==> src/rtl/core/plll_pkg.sv <==
// shared types and constants of the positional linked list manager
`default_nettype none
package plll_pkg;

  localparam int CAPACITY_DEF  = 16;
  localparam int WORD_BITS_DEF = 32;

  localparam int ACT_W       = 3;
  localparam int POS_W       = 5;
  localparam int IO_WORD_W   = 32;
  localparam int IO_COUNT_W  = 5;
  localparam int S_TDATA_W   = 40;
  localparam int M_TDATA_W   = 40;

  typedef enum logic [ACT_W-1:0] {
    ACT_APPEND    = 3'd0,
    ACT_PREPEND   = 3'd1,
    ACT_INSERT    = 3'd2,
    ACT_REM_FIRST = 3'd3,
    ACT_REM_LAST  = 3'd4,
    ACT_REM_AT    = 3'd5,
    ACT_READ      = 3'd6,
    ACT_CLEAR     = 3'd7
  } action_t;

  typedef struct packed {
    logic success;
    logic is_empty;
  } status_t;

endpackage
`default_nettype wire

==> src/rtl/core/plll_ram.sv <==
// single-port-write, single-port-read synchronous ram with registered read
`default_nettype none
module plll_ram #(
  parameter int WIDTH = 32,
  parameter int DEPTH = 16,
  localparam int ADDR_W = $clog2(DEPTH)
) (
  input  logic              clk,
  input  logic [ADDR_W-1:0] raddr,
  output logic [WIDTH-1:0]  rdata,
  input  logic              we,
  input  logic [ADDR_W-1:0] waddr,
  input  logic [WIDTH-1:0]  wdata
);

  logic [WIDTH-1:0] mem [DEPTH];

  // read returns the old contents when the same entry is written
  always_ff @(posedge clk) begin
    if (we) begin
      mem[waddr] <= wdata;
    end
    rdata <= mem[raddr];
  end

endmodule
`default_nettype wire

==> src/rtl/core/plll_seq.sv <==
// list sequencer: decodes a request, walks the links and updates the node stores
`default_nettype none
module plll_seq #(
  parameter int CAPACITY  = 16,
  parameter int WORD_BITS = 32,
  localparam int IDX_W = $clog2(CAPACITY),
  localparam int CNT_W = $clog2(CAPACITY + 1)
) (
  input  logic                       clk,
  input  logic                       rst,
  input  logic                       in_valid,
  output logic                       in_ready,
  input  plll_pkg::action_t          in_action,
  input  logic [plll_pkg::POS_W-1:0] in_position,
  input  logic [WORD_BITS-1:0]       in_word,
  input  logic                       out_free,
  output logic                       res_valid,
  output plll_pkg::status_t          res_status,
  output logic [WORD_BITS-1:0]       res_word,
  output logic [CNT_W-1:0]           res_count,
  output logic [IDX_W-1:0]           link_raddr,
  input  logic [IDX_W-1:0]           link_rdata,
  output logic                       link_we,
  output logic [IDX_W-1:0]           link_waddr,
  output logic [IDX_W-1:0]           link_wdata,
  output logic [IDX_W-1:0]           val_raddr,
  input  logic [WORD_BITS-1:0]       val_rdata,
  output logic                       val_we,
  output logic [IDX_W-1:0]           val_waddr,
  output logic [WORD_BITS-1:0]       val_wdata
);
  import plll_pkg::*;

  localparam int XW = (CNT_W > POS_W) ? CNT_W : POS_W;

  typedef enum logic [10:0] {
    ST_IDLE   = 11'b00000000001,
    ST_SETUP  = 11'b00000000010,
    ST_WALK   = 11'b00000000100,
    ST_LINK   = 11'b00000001000,
    ST_INSFIX = 11'b00000010000,
    ST_NODE   = 11'b00000100000,
    ST_FIX    = 11'b00001000000,
    ST_FREE   = 11'b00010000000,
    ST_VALUE  = 11'b00100000000,
    ST_VGET   = 11'b01000000000,
    ST_DONE   = 11'b10000000000
  } state_t;

  state_t               state, state_next;
  action_t              act;
  logic [POS_W-1:0]     pos;
  logic [WORD_BITS-1:0] word;
  logic [WORD_BITS-1:0] result;
  logic                 ok;
  logic [IDX_W-1:0]     head, tail, ftop;
  logic [CNT_W-1:0]     cnt, fresh, fnum;
  logic [IDX_W-1:0]     steps, cur, nd;
  logic                 pend, from_link, has_pred;

  logic [XW-1:0]        posx, cntx, ins_pos, rem_pos;
  logic                 full;
  logic [IDX_W-1:0]     alloc_node, node_now, nd_now;

  assign posx       = XW'(pos);
  assign cntx       = XW'(cnt);
  assign full       = (fnum == '0) && (fresh == CNT_W'(CAPACITY));
  assign alloc_node = (fnum != '0) ? ftop : fresh[IDX_W-1:0];
  // during a walk the next node comes straight from the link read port
  assign node_now   = pend ? link_rdata : cur;
  assign nd_now     = from_link ? link_rdata : nd;

  always_comb begin
    unique case (act)
      ACT_APPEND:  ins_pos = cntx;
      ACT_PREPEND: ins_pos = '0;
      default:     ins_pos = posx;
    endcase
    unique case (act)
      ACT_REM_FIRST: rem_pos = '0;
      ACT_REM_LAST:  rem_pos = cntx - XW'(1);
      default:       rem_pos = posx;
    endcase
  end

  assign in_ready   = (state == ST_IDLE);
  assign res_valid  = (state == ST_DONE) && out_free;
  assign res_status = '{success: ok, is_empty: (cnt == '0)};
  assign res_word   = result;
  assign res_count  = cnt;

  // memory port control
  always_comb begin
    link_raddr = ftop;
    link_we    = 1'b0;
    link_waddr = ftop;
    link_wdata = ftop;
    val_raddr  = cur;
    val_we     = 1'b0;
    val_waddr  = alloc_node;
    val_wdata  = word;
    unique case (state)
      ST_SETUP: begin
        if ((act == ACT_APPEND || act == ACT_PREPEND || act == ACT_INSERT) &&
            !full && ins_pos <= cntx) begin
          val_we = 1'b1;
          if (cnt != '0 && ins_pos == '0) begin
            link_we    = 1'b1;
            link_waddr = alloc_node;
            link_wdata = head;
          end else if (cnt != '0 && ins_pos == cntx) begin
            link_we    = 1'b1;
            link_waddr = tail;
            link_wdata = alloc_node;
          end
        end
      end
      ST_WALK: begin
        link_raddr = node_now;
      end
      ST_LINK: begin
        link_raddr = cur;
        if (act == ACT_INSERT) begin
          link_we    = 1'b1;
          link_waddr = cur;
          link_wdata = nd;
        end
      end
      ST_INSFIX: begin
        link_we    = 1'b1;
        link_waddr = nd;
        link_wdata = link_rdata;
      end
      ST_NODE: begin
        link_raddr = nd_now;
        val_raddr  = nd_now;
      end
      ST_FIX: begin
        if (has_pred) begin
          link_we    = 1'b1;
          link_waddr = cur;
          link_wdata = link_rdata;
        end
      end
      ST_FREE: begin
        link_we    = 1'b1;
        link_waddr = nd;
        link_wdata = ftop;
      end
      default: begin
      end
    endcase
  end

  always_comb begin
    state_next = state;
    unique case (state)
      ST_IDLE:   if (in_valid) state_next = ST_SETUP;
      ST_SETUP: begin
        state_next = ST_DONE;
        unique case (act)
          ACT_APPEND, ACT_PREPEND, ACT_INSERT: begin
            if (!full && ins_pos <= cntx && cnt != '0 && ins_pos != '0 && ins_pos != cntx)
              state_next = ST_WALK;
          end
          ACT_REM_FIRST, ACT_REM_LAST, ACT_REM_AT: begin
            if (rem_pos < cntx) state_next = (rem_pos == '0) ? ST_NODE : ST_WALK;
          end
          ACT_READ: begin
            if (posx < cntx) state_next = ST_WALK;
          end
          ACT_CLEAR: state_next = ST_DONE;
        endcase
      end
      ST_WALK: begin
        if (steps == '0) state_next = (act == ACT_READ) ? ST_VALUE : ST_LINK;
      end
      ST_LINK:   state_next = (act == ACT_INSERT) ? ST_INSFIX : ST_NODE;
      ST_INSFIX: state_next = ST_DONE;
      ST_NODE:   state_next = ST_FIX;
      ST_FIX:    state_next = ST_FREE;
      ST_FREE:   state_next = ST_DONE;
      ST_VALUE:  state_next = ST_VGET;
      ST_VGET:   state_next = ST_DONE;
      ST_DONE:   if (out_free) state_next = ST_IDLE;
      default:   state_next = ST_IDLE;
    endcase
  end

  always_ff @(posedge clk) begin
    if (rst) begin
      state <= ST_IDLE;
      head  <= '0;
      tail  <= '0;
      cnt   <= '0;
      fresh <= '0;
      ftop  <= '0;
      fnum  <= '0;
    end else begin
      state <= state_next;
      unique case (state)
        ST_IDLE: begin
          if (in_valid) begin
            act  <= in_action;
            pos  <= in_position;
            word <= in_word;
          end
        end
        ST_SETUP: begin
          result <= '0;
          ok     <= 1'b0;
          pend   <= 1'b0;
          cur    <= head;
          unique case (act)
            ACT_APPEND, ACT_PREPEND, ACT_INSERT: begin
              if (!full && ins_pos <= cntx) begin
                ok  <= 1'b1;
                cnt <= cnt + CNT_W'(1);
                nd  <= alloc_node;
                // pop the free stack first, fresh nodes once it runs dry
                if (fnum != '0) begin
                  ftop <= link_rdata;
                  fnum <= fnum - CNT_W'(1);
                end else begin
                  fresh <= fresh + CNT_W'(1);
                end
                if (cnt == '0) begin
                  head <= alloc_node;
                  tail <= alloc_node;
                end else if (ins_pos == '0) begin
                  head <= alloc_node;
                end else if (ins_pos == cntx) begin
                  tail <= alloc_node;
                end else begin
                  steps <= IDX_W'(ins_pos - XW'(1));
                end
              end
            end
            ACT_REM_FIRST, ACT_REM_LAST, ACT_REM_AT: begin
              if (rem_pos < cntx) begin
                ok        <= 1'b1;
                cnt       <= cnt - CNT_W'(1);
                nd        <= head;
                from_link <= 1'b0;
                has_pred  <= (rem_pos != '0);
                steps     <= IDX_W'(rem_pos - XW'(1));
              end
            end
            ACT_READ: begin
              if (posx < cntx) begin
                ok    <= 1'b1;
                steps <= IDX_W'(posx);
              end
            end
            ACT_CLEAR: begin
              ok    <= 1'b1;
              head  <= '0;
              tail  <= '0;
              cnt   <= '0;
              fresh <= '0;
              ftop  <= '0;
              fnum  <= '0;
            end
          endcase
        end
        ST_WALK: begin
          cur <= node_now;
          if (steps != '0) begin
            steps <= steps - IDX_W'(1);
            pend  <= 1'b1;
          end
        end
        ST_LINK: begin
          from_link <= 1'b1;
        end
        ST_NODE: begin
          nd <= nd_now;
        end
        ST_FIX: begin
          result <= val_rdata;
          if (!has_pred) begin
            head <= link_rdata;
          end else if (nd == tail) begin
            tail <= cur;
          end
        end
        ST_FREE: begin
          ftop <= nd;
          fnum <= fnum + CNT_W'(1);
        end
        ST_VGET: begin
          result <= val_rdata;
        end
        default: begin
        end
      endcase
    end
  end

endmodule
`default_nettype wire

==> src/rtl/core/positional_linked_list_manager.sv <==
// positional linked list manager: append, prepend, insert, remove, read and clear
// append, prepend, clear and failed requests go from setup straight to the result, with no walk
// positional requests walk one link per cycle to their position before the result
// one request at a time: the next one is taken once the result has left the sequencer
// the result sits in an output register, so a new request is taken while it waits
// reset: synchronous, empties the list and the free list; no memory clearing pass
`default_nettype none
module positional_linked_list_manager #(
  parameter int CAPACITY  = plll_pkg::CAPACITY_DEF,
  parameter int WORD_BITS = plll_pkg::WORD_BITS_DEF
) (
  input  logic                           clk,
  input  logic                           rst,
  input  logic                           s_axis_tvalid,
  output logic                           s_axis_tready,
  // action [2:0], position [7:3], item_word [39:8]
  input  logic [plll_pkg::S_TDATA_W-1:0] s_axis_tdata,
  output logic                           m_axis_tvalid,
  input  logic                           m_axis_tready,
  // success [0], result_word [32:1], entry_count [37:33], is_empty [38], zero [39]
  output logic [plll_pkg::M_TDATA_W-1:0] m_axis_tdata
);
  import plll_pkg::*;

  localparam int IDX_W = $clog2(CAPACITY);
  localparam int CNT_W = $clog2(CAPACITY + 1);

  logic                 out_free, res_valid;
  status_t              res_status;
  logic [WORD_BITS-1:0] res_word;
  logic [CNT_W-1:0]     res_count;
  logic [IDX_W-1:0]     link_raddr, link_rdata, link_waddr, link_wdata;
  logic                 link_we, val_we;
  logic [IDX_W-1:0]     val_raddr, val_waddr;
  logic [WORD_BITS-1:0] val_rdata, val_wdata;
  logic                 out_valid;
  logic [M_TDATA_W-1:0] out_data;

  assign out_free = !out_valid || m_axis_tready;

  plll_seq #(.CAPACITY(CAPACITY), .WORD_BITS(WORD_BITS)) u_seq (
    .clk         (clk),
    .rst         (rst),
    .in_valid    (s_axis_tvalid),
    .in_ready    (s_axis_tready),
    .in_action   (action_t'(s_axis_tdata[2:0])),
    .in_position (s_axis_tdata[7:3]),
    .in_word     (WORD_BITS'(s_axis_tdata[39:8])),
    .out_free    (out_free),
    .res_valid   (res_valid),
    .res_status  (res_status),
    .res_word    (res_word),
    .res_count   (res_count),
    .link_raddr  (link_raddr),
    .link_rdata  (link_rdata),
    .link_we     (link_we),
    .link_waddr  (link_waddr),
    .link_wdata  (link_wdata),
    .val_raddr   (val_raddr),
    .val_rdata   (val_rdata),
    .val_we      (val_we),
    .val_waddr   (val_waddr),
    .val_wdata   (val_wdata)
  );

  plll_ram #(.WIDTH(IDX_W), .DEPTH(CAPACITY)) u_link_ram (
    .clk   (clk),
    .raddr (link_raddr),
    .rdata (link_rdata),
    .we    (link_we),
    .waddr (link_waddr),
    .wdata (link_wdata)
  );

  plll_ram #(.WIDTH(WORD_BITS), .DEPTH(CAPACITY)) u_value_ram (
    .clk   (clk),
    .raddr (val_raddr),
    .rdata (val_rdata),
    .we    (val_we),
    .waddr (val_waddr),
    .wdata (val_wdata)
  );

  always_ff @(posedge clk) begin
    if (rst) begin
      out_valid <= 1'b0;
    end else if (res_valid) begin
      out_valid <= 1'b1;
    end else if (m_axis_tready) begin
      out_valid <= 1'b0;
    end
  end

  always_ff @(posedge clk) begin
    if (res_valid) begin
      out_data <= {1'b0, res_status.is_empty, IO_COUNT_W'(res_count),
                   IO_WORD_W'(res_word), res_status.success};
    end
  end

  assign m_axis_tvalid = out_valid;
  assign m_axis_tdata  = out_data;

endmodule
`default_nettype wire

==> config.mk <==
export PLATFORM = sky130hd
export DESIGN_NAME = positional_linked_list_manager
export DESIGN_NICKNAME = d
export VERILOG_FILES = /design/src/rtl/core/plll_pkg.sv /design/src/rtl/core/plll_ram.sv /design/src/rtl/core/plll_seq.sv /design/src/rtl/core/positional_linked_list_manager.sv
export SDC_FILE = /design/constraint.sdc
export NUM_CORES = 1
export LEC_CHECK = 0
export ABC_AREA = 0
export BUFFER_PORTS_ARGS = -buffer_cell sky130_fd_sc_hd__buf_2
export CAP_MARGIN = 10
export CORE_MARGIN = 8
export CORE_UTILIZATION = 39
export DETAILED_ROUTE_END_ITERATION = 10
export PLACE_DENSITY_LB_ADDON = 0.08
export SYNTH_ARGS = -nofsm -noshare
export SYNTH_HDL_FRONTEND = slang
export SYNTH_SLANG_ARGS = --single-unit
==> constraint.sdc <==
create_clock -name clk -period 9.8 [get_ports clk]
set_clock_uncertainty 0.05 [all_clocks]
set_input_delay 0.49 -clock clk [delete_from_list [all_inputs] [get_ports clk]]
set_output_delay 0.49 -clock clk [all_outputs]
set_load 0.03 [all_outputs]
Yosys cells after proc, flatten, opt, wreduce, memory -nomap -nowiden
Memories as Yosys holds them, arrays and structs flattened. A register that Yosys moved wholly into a read port is not among the register bits.
Index checks and enable logic that the tools add are counted.

cells by class
  bitwise operators = 1
  reduce and logical (&&, ||, !) cells = 55
  multiplexer cells = 96
  eq/ne operators = 47
  shift-type cells = 0
  multipliers = 0
  add/sub/neg operators = 8
  $lt $le $gt $ge = 3
  divide/modulo/power cells = 0

operator list
  cell                   count
  $mux W4                35
  $pmux W11 S9           1
  $pmux W4 S2            10
  $mux W11               6
  $pmux W32 S2           1
  $pmux W5 S2            5
  $pmux W11 S4           1
  $pmux W4 S4            2
  $mux W5                6
  $pmux W4 S3            2
  $logic_not A5 Y1       4
  $reduce_and A4 Y1      5
  $reduce_bool A5 Y1     4
  $mux W1                19
  $ne A3 B3 Y1 const B   6
  $ne A2 B1 Y1 const B   8
  $reduce_bool A2 Y1     8
  $add A5 B1 Y5 const B  3
  $pmux W5 S3            1
  $eq A3 B3 Y1 const B   4
  $mux W6                2
  $ne A4 B3 Y1 const B   3
  $sub A4 B1 Y4 const B  3
  $eq A11 B1 Y1 const B  1
  40 further kinds       70

word-level totals
  output and inout bits = 42
  bits in registers = 166
  memories = 2
  memory bits (writable) = 576
  input bits = 44
  bits in latches = 0
  logic and storage cells = 232
  bits in read-only memories = 0

memories
  name             depth  width  read ports  clocked after memory_dff  write ports  RTL line        text
  u_value_ram.mem  16     32     1           1                         1            plll_ram.sv:16  logic [WIDTH-1:0] mem [DEPTH];
  u_link_ram.mem   16     4      1           1                         1            plll_ram.sv:16

Depth between registers and ports, before layout
  depth after elaboration = 10
  mapped depth = 13
  mapped depth without buffers = 12

By module
Synthesis repeated with hierarchy kept, for this count alone.

unflattened totals
  cell total of the unflattened synthesis = 1,814
  area, all modules = 31,362.6 µm²

by module, submodules not included
  module                          sequential area each (µm²)  area an instance (µm²)  cells an instance  instances
  plll_ram (u_value_ram)          16,015.4                    19,835.3                838                1
  plll_seq                        3,403.3                     7,632.3                 801                1
  plll_ram (u_link_ram)           2,001.9                     2,666.3                 130                1
  positional_linked_list_manager  1,191.1                     1,228.7                 45                 1

Worst setup path after synthesis
OpenSTA, ideal clock, no wires.

  path type = reg-to-reg
  start point = reg u_seq.state[4]
  end point = reg u_seq.act[0] (enable)
  setup time = 0.495 ns
  period minus slack after synthesis = 4.823 ns
  data arrival time = 4.278 ns
  slack = 4.977 ns
  required time = 9.255 ns
  cell stages (with the launch flop) = 6
  cell sequence = dfxtp_1 -> buf_6 -> nor4_4 -> and2_0 -> nand4b_1 -> nor3b_1

between the ends
  word-level cells in the longest chain between the ends = 2

RTL lines
  element                      RTL line         text
  start: declaration           plll_seq.sv:50   state_t state, state_next;
  start signal: assignment     plll_seq.sv:200  state <= state_next;
  $eq A11 B1 Y1                plll_seq.sv:201  unique case (state)
  $reduce_and A3 Y1 (no line)  -
  end signal: assignment       plll_seq.sv:204  act <= in_action;
  end: declaration             plll_seq.sv:51   action_t act;

Every way passes these cells.
A chain may end at the register's enable or synchronous reset.

Final worst setup path
  start point = reg u_seq.act[1]
  end point = mem u_value_ram.mem[10][8] (enable)

between the ends
  word-level cells in the longest chain between the ends = 9

RTL lines
  element                                               RTL line         text
  branches (longest 4 deep; another with $le A5 B5 Y1)  -
  $logic_and A1 B1 Y1 (*)                               plll_seq.sv:105  !full && ins_pos <= cntx) begin
  $mux W1 (*)                                           plll_seq.sv:104  if ((act == ACT_APPEND || act == ACT_PREPEND || act == ACT_INSERT) &&
  $mux W1 (*)                                           plll_seq.sv:102  unique case (state)
  $mux W1 (*)                                           plll_ram.sv:20   if (we) begin
  $mux W1 (implied by the code) (*)                     plll_ram.sv:21   mem[waddr] <= wdata;
  end: declaration                                      plll_ram.sv:16

Every way passes the cells marked *.

==> flow_summary.ini <==
[worst_setup_path]
cp_max_fo = 21
reg2reg_slack_ps = 4800
critPathCapture = u_value_ram.mem[10][8]$_DFFE_PP_
setup.worst_path.start = u_seq.act[1]$_DFFE_PP_
cp.required_ps = 10020
end_kind = register
startpoint_type = register
crit_arrival_ps = 5230
reg2reg_from = u_seq.act[1]$_DFFE_PP_
critPathKind = register to register
r2r_end = u_value_ram.mem[10][8]$_DFFE_PP_
r2r_cells = 11

[clock_network]
cts.sinks = 778
clk_latency_ps = 620
path_clk_slew_ps = 60
cts_resized = 0
post_cts_buffers = 0
clock_path_buffers = 3
cts_tree = yes
cts_hold_buf = 34
cts_buffers = 86
htree_levels = 3
cts_root_buffer = clkbuf_16

[drt]
wirelength_um = 74680
drt_iter0_drc = 1221
drc = 0
wire_per_inst_um = 24.18
vias = 16601
ant_nets = 0
first_pass_iters = 6
drt-vias-per-instance = 5.374

[sta]
finalCriticalPeriod_ps = 5004
rsz0062_at_grt = no
worstMarginPinSlew_ps = 1090
relSlewSlack_pct = 26.74
period_share_pct = 51.06
tns_ps = 0
slew_viol_final = 0
hold_viol = 0
fmax_ghz = 0.1998
setup_viol = 0

[grt]
grt_start_max_net_pins = 129
grt_antenna_before_repair = 3
grt_pass1_vias = 17285
grt_first_pass_wirelength_um = 112100
grt_usage_pct = 16.49
grt.overflow.total = 0

[floorplanning]
die_x_um = 299.6
core-area_um2 = 80030
rows = 104
dieArea_um2 = 89760
num_io_pins = 86
initial_core_util_pct = 39.19
die_y_um = 299.6

[power_and_ir_drop]
ir_drop_v = 0.0001375
power.density_nw_per_um2 = 192.9
power_frac_seq_pct = 52.5
cellLeakagePower_nw = 11.72
clock_power_share_pct = 45.1
power_mw = 6.982
combPwrFrac_pct = 2.4
p_int_mw = 5.537
power.switching_mw = 1.445
switching_share_pct = 20.69

[cells_and_area]
drive_above_1_share_pct = 21.69
area_delta_synth_final_pct = 15.41
antenna_cells = 0
layout.nets = 2024
fillers = 6936

[yosys]
synth_edf_count = 703
syn-num-nets = 1878
postSynthAreaPerCell_um2 = 17.31
syn-cell-area_um2 = 31370
synthTopCellsByArea = edfxtp_1 (67%), mux4_2 (9.2%), dfxtp_1 (4.8%), mux2i_1 (2.5%), a21oi_1 (1.5%)
seq_area_frac_synth_pct = 72.09
ys_ff_latch = 778
synth_cell_types = 81
yosysTopAreaCellShare_pct = 67.30
synth_cells = 1812
yosys_warnings = 0
async_reset_ff_share_pct = 0
ys.flop_type = edfxtp_1
yosysTopAreaCell = edfxtp_1

[worst_hold_path]
hold_path_class = input port to register

[run]
maxCapViolCount = 0

[run_status]
outcome = finished, final reports clean

[placement]
dpl.hpwl_um = 41690
place.gp.congestion = 0.8249
port-buffer-count = 84
[cell families (layout without fill, tap and decap cells)]
group	count (synthesis)	in the layout	synth area share [%]
AOI/OAI and AO/OA	275	275	5.804
xor gates and xnor gates	19	19	0.5305
adders and majority gates	22	22	0.8776
buffers and inverters	120	337	1.919
DFF	778	778	72.09
muxes	228	228	12.47
other	1	1	0.01196
and+or+nand+nor	369	369	6.299
[stage by stage]
stage / hold slack [ps] / util, % / setup slack [ps] / instance area (um2) / instances
finish: 35.28 / 45.23 / 4796 / 36200 / 3089
global route: 10.50 / 45.23 / 4424 / 36200 / 3089
CTS: 5.114 / 45.23 / 4758 / 36200 / 3089
detailed placement: 354.5 / 41.32 / 4782 / 33070 / 2896
global placement: 354.5 / 41.32 / 4964 / 33070 / 2896
floorplan: 350.3 / - / 4977 / 31370 / 1812
[layout by cell type, fill, tap and decap left out, types with 15 or more instances in the layout]
cell and count:
nor3_1 15, nor2_4 16, edfxtp_1 703, clkbuf_16 87, mux2i_1 78, dlygate4sd3_1 34
buf_4 31, a211oi_1 54, ha_1 22, nor2b_1 73, nand3_1 15, buf_2 84
mux2_2 20, clkinv_1 18, o21ai_0 24, dfxtp_1 75, nand2_1 62, a21oi_1 95
clkbuf_1 15, inv_1 26, nor2_1 96, mux4_2 128
[critical path, cell delays in order, from the launching register on]
cell and delay (ps):
edfxtp_1 640, or2_1 390, o31ai_1 540, ha_1 360
nand3_1 160, o221a_2 230, a211o_1 230, nand2_1 100
nor2_1 320, nand3b_1 450, nor2_4 660, buf_4 480
[synthesized netlist by cell type, types with 10 or more instances]
cell      number
nand3_1       15
ha_1          22
buf_6         11
clkbuf_1      37
xnor2_1       11
a21o_1        12
nand2b_1      11
dfxtp_1       75
nor2_1       112
a211oi_1      54
edfxtp_1     703
buf_2         28
a21oi_1       97
mux2_2        20
inv_1         26
o22ai_1       12
nand2_1       63
o21ai_0       24
nand4_1       10
nor2b_1       74
mux2i_1       78
mux4_2       128
nor3_1        15
[routing by layer]
layer  vias to the layer above  GRT usage (%)  share of wire (%)
met5                         -              0                  0
met3                       110          2.748                4.8
li1                       7524              -                  -
met1                      8569          22.32                 44
met2                       398          27.48                 49
met4                         0          4.561                1.9
[how the worst min path moves through the flow]
stage	cells after the start	endpoint	from	slack [ps]
after detailed placement	0	m_axis_tdata[18]$_DFFE_PP_	u_seq.res_word[17]$_SDFFCE_PN0P_	350
after CTS	1	u_seq.val_wdata[10]$_DFFE_PP_	s_axis_tdata[18]	5
after global routing	1	u_seq.val_wdata[29]$_DFFE_PP_	s_axis_tdata[37]	10
after global placement	0	m_axis_tdata[25]$_DFFE_PP_	u_seq.res_word[24]$_SDFFCE_PN0P_	350
final	1	u_seq.val_wdata[10]$_DFFE_PP_	s_axis_tdata[18]	40
after floorplan	0	m_axis_tdata[0]$_DFFE_PP_	u_seq.ok$_DFFE_PP_	350
[sequential cells by signal (all words and copies together), names as in the netlist, 3 cells and up]
signal and flops:
u_seq.fnum 5, u_seq.cur 4, u_seq.steps 4, u_seq.state 11
u_seq.nd 4, u_seq.fresh 5, u_seq.act 3, u_seq.res_count 5
u_seq.pos 5, m_axis_tdata 39, u_seq.res_word 32, u_seq.ftop 4
u_link_ram.mem 64, u_seq.head 4, u_seq.tail 4, u_link_ram.rdata 4
u_seq.val_wdata 32, u_value_ram.rdata 32, u_value_ram.mem 512
[power by group through the flow]
stage | registers (mW) | clock network (mW) | logic, mW
floorplan | 3.72 | 0 | 0.108
CTS | 3.67 | 3.24 | 0.167
detailed placement | 3.74 | 0 | 0.156
global route | 3.67 | 3.36 | 0.181
finish | 3.67 | 3.15 | 0.164
global placement | 3.73 | 0 | 0.156
[layout make-up]
class	count	area, um2	area share (%)
clock inverter	51	475.5	1.313
tap	1060	1326	3.664
timing repair buffer	151	1033	2.855
sequential	778	22610	62.47
clock buffer	108	2316	6.398
inverter	27	101.3	0.2800
multi-input combinational	914	8334	23.02
Power figures use the tool's default switching activity.
